File: src/hw/rtl/wes_pkg.sv
// Shared types and constants for the wave equation stencil step.
package wes_pkg;

    localparam int SAMPLE_BITS    = 32;
    localparam int COEF_FRAC_BITS = 16;
    localparam int COEF_BITS      = COEF_FRAC_BITS + 2;
    localparam int SIZE_BITS      = 11;
    localparam int CFG_DATA_BITS  = COEF_BITS;
    localparam int CFG_INDEX_BITS = 2;
    localparam int QUEUE_DEPTH    = 4;
    localparam int QUEUE_PTR_BITS = $clog2(QUEUE_DEPTH);
    localparam int QUEUE_CNT_BITS = $clog2(QUEUE_DEPTH + 1);

    localparam logic [CFG_INDEX_BITS-1:0] CFG_COEF_X = 2'd0;
    localparam logic [CFG_INDEX_BITS-1:0] CFG_COEF_Y = 2'd1;
    localparam logic [CFG_INDEX_BITS-1:0] CFG_WIDTH  = 2'd2;
    localparam logic [CFG_INDEX_BITS-1:0] CFG_HEIGHT = 2'd3;

    localparam logic CMD_SAMPLE = 1'b0;
    localparam logic CMD_DRAIN  = 1'b1;

    typedef struct packed {
        logic                          command;
        logic signed [SAMPLE_BITS-1:0] u_sample;
        logic signed [SAMPLE_BITS-1:0] prev_sample;
    } in_word_t;

    typedef struct packed {
        logic signed [SAMPLE_BITS-1:0] new_sample;
        logic                          last_in_frame;
    } out_word_t;

    // one stencil's operands, centre then neighbours then previous step
    typedef struct packed {
        logic signed [SAMPLE_BITS-1:0] c;
        logic signed [SAMPLE_BITS-1:0] l;
        logic signed [SAMPLE_BITS-1:0] r;
        logic signed [SAMPLE_BITS-1:0] b;
        logic signed [SAMPLE_BITS-1:0] a;
        logic signed [SAMPLE_BITS-1:0] p;
        logic                          last;
    } stencil_t;

endpackage

File: src/hw/rtl/wes_queue.sv
// Short queue of stencil operand words between front and back end.
module wes_queue (
    input  logic                                clk,
    input  logic                                rst_n,
    input  logic                                push,
    input  wes_pkg::stencil_t                   push_word,
    input  logic                                pop,
    output logic                                not_empty,
    output wes_pkg::stencil_t                   head_word,
    output logic [wes_pkg::QUEUE_CNT_BITS-1:0]  count
);
    import wes_pkg::*;

    stencil_t                  mem_reg [QUEUE_DEPTH];
    logic [QUEUE_PTR_BITS-1:0] wr_ptr_reg, rd_ptr_reg;
    logic [QUEUE_CNT_BITS-1:0] count_reg;

    assign not_empty = (count_reg != '0);
    assign head_word = mem_reg[rd_ptr_reg];
    assign count     = count_reg;

    always_ff @(posedge clk or negedge rst_n)
    begin
        if (!rst_n)
        begin
            wr_ptr_reg <= '0;
            rd_ptr_reg <= '0;
            count_reg  <= '0;
        end
        else
        begin
            if (push)
            begin
                wr_ptr_reg <= wr_ptr_reg + QUEUE_PTR_BITS'(1);
            end
            if (pop)
            begin
                rd_ptr_reg <= rd_ptr_reg + QUEUE_PTR_BITS'(1);
            end
            if (push && !pop)
            begin
                count_reg <= count_reg + QUEUE_CNT_BITS'(1);
            end
            else if (pop && !push)
            begin
                count_reg <= count_reg - QUEUE_CNT_BITS'(1);
            end
        end
    end

    always_ff @(posedge clk)
    begin
        if (push)
        begin
            mem_reg[wr_ptr_reg] <= push_word;
        end
    end

    a_no_overflow: assert property (@(posedge clk) disable iff (!rst_n)
        push && !pop |-> count_reg < QUEUE_CNT_BITS'(QUEUE_DEPTH))
        else $error("queue overflow");
    a_no_underflow: assert property (@(posedge clk) disable iff (!rst_n)
        pop |-> count_reg != '0)
        else $error("queue underflow");
    a_count_hold: assert property (@(posedge clk) disable iff (!rst_n)
        push == pop |=> $stable(count_reg))
        else $error("queue count moved");
endmodule

File: config.mk
export PLATFORM = sky130hd
export DESIGN_NAME = wes_queue
export DESIGN_NICKNAME = d
export VERILOG_FILES = /design/src/hw/rtl/wes_pkg.sv /design/src/hw/rtl/wes_queue.sv
export SDC_FILE = /design/constraint.sdc
export NUM_CORES = 1
export LEC_CHECK = 0
export BUFFER_PORTS_ARGS = -buffer_cell sky130_fd_sc_hd__buf_2
export CAP_MARGIN = 20
export CELL_PAD_IN_SITES_DETAIL_PLACEMENT = 1
export CELL_PAD_IN_SITES_GLOBAL_PLACEMENT = 1
export CORE_UTILIZATION = 45
export CTS_BUF_LIST = sky130_fd_sc_hd__clkbuf_2
export CTS_CLUSTER_SIZE = 28
export DETAILED_ROUTE_END_ITERATION = 8
export GPL_TIMING_DRIVEN = 0
export PLACE_DENSITY_LB_ADDON = 0.3
export SYNTH_ARGS = -nofsm -noshare
export SYNTH_HDL_FRONTEND = slang
export SYNTH_SLANG_ARGS = --single-unit
File: constraint.sdc
create_clock -name clk -period 8.9 [get_ports clk]
set_clock_uncertainty 0.1 [all_clocks]
set_input_delay 1.335 -clock clk [delete_from_list [all_inputs] [get_ports clk]]
set_output_delay 1.335 -clock clk [all_outputs]
set_load 0.05 [all_outputs]
=== Word level (Yosys, flattened, before mapping) ===
Memory sizes are Yosys's and may differ from the RTL's.
Cells that the tools add are included.

* Bits in registers: 7
* Latch bits: 0
* RAM bits: 772
* ROM bits: 0
* Output and inout bits: 197
* Word-level logic and storage cells: 18
* Memories kept: 1

{| class="wikitable"
|+ Memories
! name !! depth !! bits a word !! rd ports !! clocked after Yosys merged registers in !! write ports !! line !! RTL
|-
| mem_reg || 4 || 193 || 1 || 0 || 1 || wes_queue.sv:14 || <nowiki>stencil_t mem_reg [QUEUE_DEPTH];</nowiki>
|}

* Add/sub/neg operators: 4
* Multiply operators: 0
* Divide/modulo/power cells: 0
* Order comparisons: 0
* Equality and inequality tests: 0
* Shift operators: 0
* Muxes and demuxes: 4
* Bitwise operators: 0
* Reductions and logical operators: 6

{| class="wikitable"
|+ Operator list
! kind !! count
|-
| $mux 3 || 2
|-
| $add 2x1->2 const B || 2
|-
| $add 3x1->3 const B || 1
|-
| $reduce_bool 3->1 || 1
|-
| $sub 3x1->3 const B || 1
|-
| $logic_and 1x1->1 || 2
|-
| $logic_not 1->1 || 2
|-
| $mux 1 || 2
|-
| $reduce_bool 2->1 || 1
|}

=== Longest topological paths before layout ===
* Depth after elaboration: 4
* Mapped depth: 7
* Depth with buffers taken out: 7

=== Worst setup path before layout ===
No wires, ideal clock.

* Path kind: input port to flip-flop
* From: input port push
* To: memory mem_reg[0][0] in the netlist's numbering, enable pin
* Setup time: 0.576 ns
* Data arrival time: 5.717 ns
* Data required time: 8.224 ns
* Slack: 2.507 ns
* Stages: 1
* Cells stage by stage: and2_1

* Word-level cells in the longest chain between the ends: 2

{| class="wikitable"
|+ Ends and longest elaborated chain
! item !! line !! RTL
|-
| start: declaration || wes_queue.sv:5 || <nowiki>input logic push,</nowiki>
|-
| $mux 1 || wes_queue.sv:53 || <nowiki>if (push)</nowiki>
|-
| $mux 1 (implied by the code) || wes_queue.sv:55 || <nowiki>mem_reg[wr_ptr_reg] <= push_word;</nowiki>
|-
| end: declaration || wes_queue.sv:14 ||
|}

No other way between the ends.

==> summary.txt <==
Run status
  – Status: complete, no violations

Clock tree
  – CTS tree: done
  – # Post-CTS Setup Buffers: 0
  – Clk root buf: clkbuf_2
  – Maximum clock insertion buffer count: 3
  – Clk Latency, worst-skew pair: 1.29 ns
  – CTS H-tree lvls: 4
  – CTS sink cnt: 779
  – CTS Buf Count: 193
  – Reg clk slew, reported paths: 0.11 ns

Placed design
  – Port Buf Inserts: 393
  – Total placed cells including tap cells: 2287
  – Final HPWL DP: 39100 µm
  – Placer Congestion: 0.699
  – Pre-CTS setup slack: 5.30 ns

Critical path
  – Setup CP Type: register to primary output
  – Startpoint Class: register
  – CP Max Fanout: 10
  – Slowest CP cell: buf_2
  – R2R Setup Slk: 6.21 ns
  – Critical Path AT: 3.22 ns
  – Critical path cell sequence: clkbuf_1 > buf_2 > buf_2 > mux4_2 > buf_2
  – Top cell by count, worst path: buf_2
  – Crit path largest cell delay: 0.39 ns
  – Setup crit end kind: primary output
  – Worst R2R Path Depth: 7
  – Worst EP required: 7.47 ns

Routing
  – Residual DRC: 0
  – DR WL/cell: 23.5 µm
  – Pre-antenna DRT Iters: 5
  – Via/cell ratio: 5.09
  – Routed wire length: 66100 µm
  – Drt first-iter violations: 736
  – Vias: 14317
  – Antenna-violating nets left: 0

Synth
  – Post-synthesis sequential area ratio: 0.827
  – Syn Std Cell Area: 28200 µm²
  – Synth warnings: 0
  – Number of synthesized register bits: 779
  – Syn_nets: 1245
  – Netlist cell types: 17
  – Syn_area_per_cell: 27.1 µm²
  – Cells after Synth: 1042

Timing
  – Ratio of final minimum period to clock period: 0.522
  – Final setup margin: 4.25 ns
  – Final Hold Fails: 0
  – Fin. max-slew vios: 0
  – Setup tns final: 0 ns
  – FMAX: 215 MHz
  – Normalized max-slew margin: 0.474
  – Tightest Pin Transition: 0.790 ns
  – Final setup vio count: 0
  – Worst hold margin: 0.272 ns
  – RSZ-0062 raised after global routing: no
  – Clock period minus worst slack: 4.65 ns

Global routing
  – GRT Total Usage: 0.212
  – Initial antenna violation count: 5
  – Vias in the first global route: 16359
  – First-pass GRT wire length: 98700 µm
  – Largest net degree at the start of global routing: 55
  – Congestion Overflow GR: 0

Cells and area
  – Max FFs per register: 772
  – Final Util: 0.570
  – Area Overhead vs Synth: 24.9%
  – Share of cells above drive strength 1: 0.476
  – Layout Nets: 2043
  – Final non-filler cell total: 2811

Hold path
  – Worst min-delay path class: input pin to register
  – Worst hold stages: 2

Floorplanning
  – Starting Density: 0.457
  – Die Span X: 253 µm
  – Io pins: 394
  – # rows: 91
  – Die area: 63800 µm²
  – CORE AREA: 61800 µm²
  – Die height: 253 µm

Power
  – Static leakage: 12.5 nW
  – Pwr dens: 357 nW/µm²
  – Peak supply drop: 0.228 mV

Job
  – Max Cap Viol: 0
## layer usage
metal / share of wire / global-route usage / vias to the layer above
met3: 0.072 / 0.0726 / 91
met2: 0.54 / 0.370 / 487
li1: - / - / 6240
met5: 0.00062 / 0 / -
met4: 0.018 / 0.0758 / 6
met1: 0.37 / 0.240 / 7493
## critical path: cells and delay by family, from the launching register on
kind / cells / cell delay (ns)
buffers and inverters: 4 / 1.22
muxes: 1 / 0.37
DFF: 1 / 0.35
## per-stage QoR
stage	power, mW	area (µm²)
after global routing	13.1	35300
after floorplan	9.06	28200
final	12.6	35300
after CTS	12.7	35300
after global placement	10.4	31300
after detailed placement	10.3	31600
## synthesized netlist by cell type, drive strengths merged
cell    number  area (µm²)
mux4       193        4350
and2         4        25.0
xor2         4        35.0
clkbuf       4        15.0
buf         40         313
or3          1        6.26
dfrtp        7         175
xnor2        2        17.5
ha           5        62.6
nor2         1        3.75
o21ai        1        5.00
mux2         1        11.3
inv          4        15.0
nand2        2        7.51
edfxtp     772       23200
fa           1        20.0
## where the power goes
| group | internal (mW) | switching (mW) | total, mW |
|---|---|---|---|
| Combinational | 1.60 | 3.74 | 5.35 |
| Sequential | 4.78 | 0.158 | 4.94 |
| Clock | 0.885 | 1.42 | 2.30 |
## what timing repair did
item	in CTS	in global routing
gates resized for setup	0	0
hold buffers	195	0
hold endpoints to repair	769	0
setup endpoints to repair	0	0
## final timing paths
kind                               start        endpoint
setup / recovery           rd_ptr_reg[1]   head_word[68]
hold / removal                      push   wr_ptr_reg[0]
setup reg to reg           wr_ptr_reg[0]  mem_reg[0][68]
hold reg to reg                 count[2]        count[2]
max in group asynchronous          rst_n   rd_ptr_reg[1]
min in group asynchronous          rst_n        count[1]
## final cells by class
cell class | instances | area (µm²)
fillers | 5576 | 26600
flip-flops and latches | 779 | 23400
multi-input cells | 215 | 4550
repair buffers | 603 | 4300
clock buffers | 272 | 1360
well taps | 837 | 1050
plain buffers | 44 | 328
clock inverters | 53 | 300
inverters | 4 | 15.0
diodes | 4 | 10.0
## placed cells by master (no fill, tap or decap), drive strengths merged
cell,n
and2,4
buf,448
bufinv,2
clkbuf,276
clkinv,42
clkinvlp,2
dfrtp,7
diode,4
dlygate4sd3,195
edfxtp,772
fa,1
ha,5
inv,11
mux2,1
mux4,193
nand2,2
nor2,1
o21ai,1
or3,1
xnor2,2
xor2,4
## cell families after synthesis
| group | Yosys count | share of synthesized area |
|---|---|---|
| buffers and inverters | 48 | 0.0121 |
| DFF | 779 | 0.827 |
| muxes | 194 | 0.154 |
| xor gates and xnor gates | 6 | 0.00186 |
| adders and majority gates | 6 | 0.00292 |
| AOI/OAI and AO/OA | 1 | 0.000177 |
| and+or+nand+nor | 8 | 0.00151 |
Note: power is estimated with default switching activity, not from simulation.
