[src/hw/rtl/wes_pkg.sv]
// Shared types and constants for the wave equation stencil step.
package wes_pkg;

    localparam int SAMPLE_BITS    = 32;
    localparam int COEF_FRAC_BITS = 16;
    localparam int COEF_BITS      = COEF_FRAC_BITS + 2;
    localparam int SIZE_BITS      = 11;
    localparam int CFG_DATA_BITS  = COEF_BITS;
    localparam int CFG_INDEX_BITS = 2;
    localparam int QUEUE_DEPTH    = 4;
    localparam int QUEUE_PTR_BITS = $clog2(QUEUE_DEPTH);
    localparam int QUEUE_CNT_BITS = $clog2(QUEUE_DEPTH + 1);

    localparam logic [CFG_INDEX_BITS-1:0] CFG_COEF_X = 2'd0;
    localparam logic [CFG_INDEX_BITS-1:0] CFG_COEF_Y = 2'd1;
    localparam logic [CFG_INDEX_BITS-1:0] CFG_WIDTH  = 2'd2;
    localparam logic [CFG_INDEX_BITS-1:0] CFG_HEIGHT = 2'd3;

    localparam logic CMD_SAMPLE = 1'b0;
    localparam logic CMD_DRAIN  = 1'b1;

    typedef struct packed {
        logic                          command;
        logic signed [SAMPLE_BITS-1:0] u_sample;
        logic signed [SAMPLE_BITS-1:0] prev_sample;
    } in_word_t;

    typedef struct packed {
        logic signed [SAMPLE_BITS-1:0] new_sample;
        logic                          last_in_frame;
    } out_word_t;

    // one stencil's operands, centre then neighbours then previous step
    typedef struct packed {
        logic signed [SAMPLE_BITS-1:0] c;
        logic signed [SAMPLE_BITS-1:0] l;
        logic signed [SAMPLE_BITS-1:0] r;
        logic signed [SAMPLE_BITS-1:0] b;
        logic signed [SAMPLE_BITS-1:0] a;
        logic signed [SAMPLE_BITS-1:0] p;
        logic                          last;
    } stencil_t;

endpackage

[src/hw/rtl/wes_back.sv]
// Back end: stencil arithmetic pipeline with saturation and output register.
module wes_back (
    input  logic                           clk,
    input  logic                           rst_n,
    input  logic                           not_empty,
    input  wes_pkg::stencil_t              head_word,
    output logic                           pop,
    input  logic [wes_pkg::COEF_BITS-1:0]  coef_x,
    input  logic [wes_pkg::COEF_BITS-1:0]  coef_y,
    output logic                           out_valid,
    input  logic                           out_ready,
    output wes_pkg::out_word_t             out_word
);
    import wes_pkg::*;

    localparam int DW = SAMPLE_BITS + 2;
    localparam int PW = DW + COEF_BITS + 1;
    localparam int TW = PW - COEF_FRAC_BITS;
    localparam int SW = TW + 2;
    localparam logic signed [SW-1:0] SAT_MAX = {{(SW-SAMPLE_BITS+1){1'b0}},
                                                {(SAMPLE_BITS-1){1'b1}}};
    localparam logic signed [SW-1:0] SAT_MIN = ~SAT_MAX;

    logic                 en;
    logic                 a_valid_reg, b_valid_reg, out_valid_reg;
    logic signed [DW-1:0] dx_reg, dy_reg, base_a_reg, base_b_reg;
    logic                 last_a_reg, last_b_reg;
    logic signed [PW-1:0] px_reg, py_reg;
    logic signed [DW-1:0] lx, rx, cx, bx, ax, px;
    logic signed [SW-1:0] sum;
    out_word_t            out_reg;

    assign en  = !out_valid_reg || out_ready;
    assign pop = en && not_empty;

    assign lx = DW'(head_word.l);
    assign rx = DW'(head_word.r);
    assign cx = DW'(head_word.c);
    assign bx = DW'(head_word.b);
    assign ax = DW'(head_word.a);
    assign px = DW'(head_word.p);

    assign sum = SW'(base_b_reg) + SW'(px_reg >>> COEF_FRAC_BITS)
                 + SW'(py_reg >>> COEF_FRAC_BITS);

    always_ff @(posedge clk or negedge rst_n)
    begin
        if (!rst_n)
        begin
            a_valid_reg   <= 1'b0;
            b_valid_reg   <= 1'b0;
            out_valid_reg <= 1'b0;
        end
        else if (en)
        begin
            a_valid_reg   <= not_empty;
            b_valid_reg   <= a_valid_reg;
            out_valid_reg <= b_valid_reg;
        end
    end

    always_ff @(posedge clk)
    begin
        if (en)
        begin
            dx_reg     <= lx + rx - (cx <<< 1);
            dy_reg     <= bx + ax - (cx <<< 1);
            base_a_reg <= (cx <<< 1) - px;
            last_a_reg <= head_word.last;
            px_reg     <= dx_reg * $signed({1'b0, coef_x});
            py_reg     <= dy_reg * $signed({1'b0, coef_y});
            base_b_reg <= base_a_reg;
            last_b_reg <= last_a_reg;
            priority if (sum > SAT_MAX)
            begin
                out_reg.new_sample <= SAT_MAX[SAMPLE_BITS-1:0];
            end
            else if (sum < SAT_MIN)
            begin
                out_reg.new_sample <= SAT_MIN[SAMPLE_BITS-1:0];
            end
            else
            begin
                out_reg.new_sample <= sum[SAMPLE_BITS-1:0];
            end
            out_reg.last_in_frame <= last_b_reg;
        end
    end

    assign out_valid = out_valid_reg;
    assign out_word  = out_reg;
endmodule

[config.mk]
export PLATFORM = sky130hd
export DESIGN_NAME = wes_back
export DESIGN_NICKNAME = d
export VERILOG_FILES = /design/src/hw/rtl/wes_pkg.sv /design/src/hw/rtl/wes_back.sv
export SDC_FILE = /design/constraint.sdc
export NUM_CORES = 2
export LEC_CHECK = 0
export ABC_AREA = 0
export CORE_MARGIN = 8
export CORE_UTILIZATION = 61
export CTS_CLUSTER_DIAMETER = 200
export DETAILED_ROUTE_END_ITERATION = 10
export DONT_BUFFER_PORTS = 1
export GPL_TIMING_DRIVEN = 1
export PLACE_DENSITY = 0.9
export SLEW_MARGIN = 10
export SYNTH_ARGS = -nofsm -noshare
export SYNTH_HDL_FRONTEND = slang
export SYNTH_SLANG_ARGS = --single-unit
[constraint.sdc]
create_clock -name clk -period 7.65 [get_ports clk]
set_clock_uncertainty 0.2 [all_clocks]
set_input_delay 0.765 -clock clk [delete_from_list [all_inputs] [get_ports clk]]
set_output_delay 0.765 -clock clk [all_outputs]
set_load 0.02 [all_outputs]
Yosys cells after proc, flatten, opt, wreduce, memory -nomap -nowiden
Index checks and enable logic that the tools add are counted.
{"block": "word_totals", "output_inout_bits": 35, "inputBits": 233, "elab_cells": 28, "reg_bits": 280}
{"block": "classes", "n_addsub": 7, "muxes": 1, "n_lt_le_gt_ge": 2, "reduce_logical": 3, "multipliers": 2}
{"op": "$mul A34 B19 Y53", "count": 2}
{"op": "$sub A33 B33 Y34", "count": 2}
{"op": "$add A32 B32 Y33", "count": 2}
{"op": "$add A38 B37 Y39", "count": 1}
{"op": "$gt A39 B32 Y1 const B", "count": 1}
{"op": "$lt A39 B32 Y1 const B", "count": 1}
{"op": "$add A34 B37 Y38", "count": 1}
{"op": "$sub A33 B32 Y34", "count": 1}
{"op": "$mux W32", "count": 1}
{"op": "$logic_and A1 B1 Y1", "count": 1}
{"op": "$logic_not A1 Y1", "count": 1}
{"op": "$logic_or A1 B1 Y1", "count": 1}

Longest topological paths before layout
{"block": "depth", "ltp_word": 4, "mapped_depth": 26, "mapped_depth_nobuf": 24}

Worst setup path after synthesis
Ideal clock, no wire load.
{"block": "synth_path", "path_kind": "input -> output", "startpoint": "in out_ready", "endpoint": "out pop", "t_arrival_ps": 7432, "n_path_buf": 0, "required_time_ps": 6685, "setup_slack_ps": -747, "cell_stages": 2, "cell_sequence": "nand2b_1 and2_1"}
{"block": "synth_via", "elab_chain_cells": 2}
{"item": "from (decl)", "line_no": "wes_back.sv:11", "source": "input logic out_ready,"}
{"item": "$logic_or A1 B1 Y1", "line_no": "wes_back.sv:33", "source": "assign en = !out_valid_reg || out_ready;"}
{"item": "$logic_and A1 B1 Y1", "line_no": "wes_back.sv:34", "source": "assign pop = en && not_empty;"}
{"item": "to (decl)", "line_no": "wes_back.sv:7", "source": "output logic pop,"}
No other way between the ends.

Worst setup path after layout
{"block": "layout_path", "startpoint": "reg dy_reg[7]", "endpoint": "reg py_reg[49], data pin"}
{"block": "layout_via", "elab_chain_cells": 1}
{"item": "from (decl)", "line_no": "wes_back.sv:26", "source": "logic signed [DW-1:0] dx_reg, dy_reg, base_a_reg, base_b_reg;"}
{"item": "from (signal assigned)", "line_no": "wes_back.sv:67", "source": "dy_reg <= bx + ax - (cx <<< 1);"}
{"item": "$mul A34 B19 Y53", "line_no": "wes_back.sv:71", "source": "py_reg <= dy_reg * $signed({1'b0, coef_y});"}
{"item": "to (signal assigned)", "line_no": "wes_back.sv:71"}
{"item": "to (decl)", "line_no": "wes_back.sv:28", "source": "logic signed [PW-1:0] px_reg, py_reg;"}
No other way between the ends.
A chain may end at the register's enable or synchronous reset.

==> qor.txt <==
Congestion Overflow GR -> 0
Slew headroom -> 24.0%
# rows -> 113
Setup CP Type -> register to register
Netlist Area Pre-Place -> 58600 um^2
Unrepaired setup endpoints after global routing -> no
Largest net degree at the start of global routing -> 163
Clk_lat worst skew -> 0.63 ns
Setup ws final -> 0.192 ns
First-pass GRT wire length -> 251000 um
Post-synth net total -> 8098
GP Congestion -> 1.01
CORE AREA -> 95200 um^2
Setup crit end kind -> register
Drt total wl -> 157000 um
Worst Reg-to-Reg Cells -> 22
Fraction of layout cells with a size suffix above 1 -> 2.96%
Worst path most repeated cell -> fa_1
Element type at the critical path start -> register
Initial Utilization -> 61.6%
Clk buf depth -> 3
Inserted Clock Buffers -> 30
Synth warn -> 0
Final Hold Viols -> 0
DRT iter0 DRCs -> 3594
Post-DP HPWL -> 130000 um
Sequential fraction of the synthesis area -> 12.7%
Die W -> 326 um
Highest Clock Rate -> 134 MHz
CP required -> 7.82 ns
Via density -> 5.72
Worst slew pin tran -> 1.14 ns
CTS tree -> done
Hold Crit Class -> primary input to register
Synthesis-to-layout area growth -> 4.54%
DR WL/cell -> 21.2 um
Top-level I/O count -> 268
Area contributors post-synth -> fa_1, edfxtp_1, inv_1, ha_1, and2_1
Crit path depth -> 22
Htree depth -> 1
Initial antenna violation count -> 9
EDFF count, synth -> 245
Max Cap Viol -> 0
Die Span Y -> 326 um
Detail Route Antenna Nets -> 0
Status -> complete, no violations
Vias post-DR -> 42500
Critical path arrival -> 7.63 ns
Critical path's slowest cell -> or4_4
Post-synth top area share -> 43.7%
Filler instances -> 7143
Bufs and invs on worst path -> 3
Pre-CTS WS -> -0.0281 ns
Die area -> 106000 um^2
Tcrit/Tclk final -> 97.5%
Nets -> 8028
TritonCTS sink count -> 248
Average size of a mapped cell -> 9.46 um^2
TritonRoute pass-1 iters -> 6
Max stage delay on crit path -> 0.57 ns
Hold path depth -> 0
DRC -> 0
Prevailing post-synth register cell -> edfxtp_1
Cell class contributing the biggest share of worst-path delay -> adder cells
Worst-path maximum fanout -> 10
Synthesized instance count -> 6197
Finish-stage setup viols -> 0
CP Cell Sequence -> buf_4 > and2_1 > fa_1 > inv_1 > fa_1 > fa_1 > fa_1 > inv_1 > fa_1 > fa_1 > ha_1 > nand4_1 > nand2_1 > o2111ai_2 > or3_1 > o221a_4 > or4_4 > a31oi_4 > a41oi_2 > o31ai_2 > a21oi_1 > xnor2_1
Clock transition at path regs -> 0.06 ns
Cell variety after synth -> 79
Cell taking the most area after synthesis -> fa_1
Asr flop ratio synth -> 1.21%
Root buffer cell -> clkbuf_16
Total Routing Usage GR -> 30.0%
Vias in the first global route -> 46800
I/O Buffers -> 0
Clock period minus worst slack -> 7.46 ns
Slew Viols, Final -> 0
Flops & latches, synth -> 248
==> cells by family after synthesis <==
family / Yosys count / synth area share (%)
compound gates: 566 / 6.22
xor+xnor: 199 / 2.97
fa+ha+maj: 1668 / 52.0
buf+inv: 1916 / 12.3
flops: 248 / 12.7
mux: 2 / 0.0384
simple gates: 1598 / 13.8
==> worst reg2reg max path: stages (launching register included) <==
cell and delay, ns:
edfxtp_1 0.44, buf_4 0.21, and2_1 0.18, fa_1 0.53, inv_1 0.05, fa_1 0.46
fa_1 0.50, fa_1 0.56, inv_1 0.07, fa_1 0.52, fa_1 0.44, ha_1 0.35
nand4_1 0.20, nand2_1 0.15, o2111ai_2 0.17, or3_1 0.42, o221a_4 0.31, or4_4 0.57
a31oi_4 0.22, a41oi_2 0.16, o31ai_2 0.29, a21oi_1 0.12, xnor2_1 0.13
==> what timing repair did <==
item	CTS	global route
hold buffers	1	0
setup endpoints to repair	0	3
gates resized for setup	0	1
hold endpoints to repair	3	0
setup buffers	0	12
==> synth_stat cells (5+ instances only) <==
library cell     n
a211oi_1        16
clkbuf_1       200
o21bai_1        23
o21ai_1         55
nand3_1         31
o211ai_1        12
ha_1           389
nand2_1        655
or3_1           15
fa_1          1279
o21ai_0         75
nand4_1         27
xor2_1          54
and3_1           8
a21oi_1        171
nor2_1          97
xnor2_1        145
and2_1         647
a21o_1          78
a211o_1          6
o21a_1          36
edfxtp_1       245
inv_1         1711
nand2b_1        33
buf_2            5
o2111ai_1        5
o31ai_1          9
and4_1           8
nor4_1           5
nor2b_1         22
nor3_1          37
a31oi_1         17
a41oi_1          5
==> metrics by stage <==
stage	util, %	TNS (ns)	cells	cell area, um^2	hold slack, ns
2_1_floorplan	-	0	6197	58600	0.200
3_3_place_gp	63.2	0	7347	60100	0.201
3_5_place_dp	63.2	-0.0281	7347	60100	0.205
4_1_cts	64.3	0	7404	61200	0.0111
5_1_grt	64.4	0	7418	61300	0.0196
6_report	64.4	0	7420	61300	0.0466
==> layout make-up <==
class | instances | area [um^2] | area share [%]
well taps | 1265 | 1580 | 2.58
flip-flops and latches | 248 | 7430 | 12.1
multi-input cells | 4033 | 44000 | 71.8
repair buffers | 103 | 781 | 1.27
diodes | 4 | 10.0 | 0.0163
clock buffers | 33 | 762 | 1.24
inverters | 1711 | 6420 | 10.5
clock inverters | 23 | 283 | 0.462
==> placed cells by master, fill, tap and decap left out, types with 22 or more instances in the layout <==
master     netlist  routed
and2_1         647     647
clkbuf_16        0      30
nor2b_1         22      22
ha_1           389     389
nand2_1        655     655
buf_4            0      98
nand2b_1        33      32
xor2_1          54      54
nor2_1          97      97
xnor2_1        145     145
fa_1          1279    1279
o21a_1          36      36
edfxtp_1       245     245
a21oi_1        171     171
nand3_1         31      31
a21o_1          78      78
nor3_1          37      37
nand4_1         27      27
o21ai_0         75      75
inv_1         1711    1711
o21ai_1         55      55
o21bai_1        23      23
==> per-layer routing <==
metal | vias up | global-route usage [%] | share of wire, %
met1 | 21300 | 37.5 | 37
met5 | - | 0 | 0
met4 | 0 | 14.9 | 6.2
met3 | 598 | 9.18 | 11
met2 | 2337 | 47.4 | 46
li1 | 18200 | - | -
==> path summary, 6_finish.rpt <==
check	end	startpoint	slack (ns)
max	py_reg[49]	dy_reg[7]	0.19
max reg2reg	py_reg[49]	dy_reg[7]	0.19
min in group asynchronous	b_valid_reg	rst_n	0.21
min	last_a_reg	head_word[0]	0.05
max in group asynchronous	out_valid	rst_n	6.90
min reg2reg	base_b_reg[14]	base_a_reg[14]	0.20
Power is left out: the tool's default activity adds up to more than one toggle a clock period on the data nets, which glitch-free logic cannot reach.
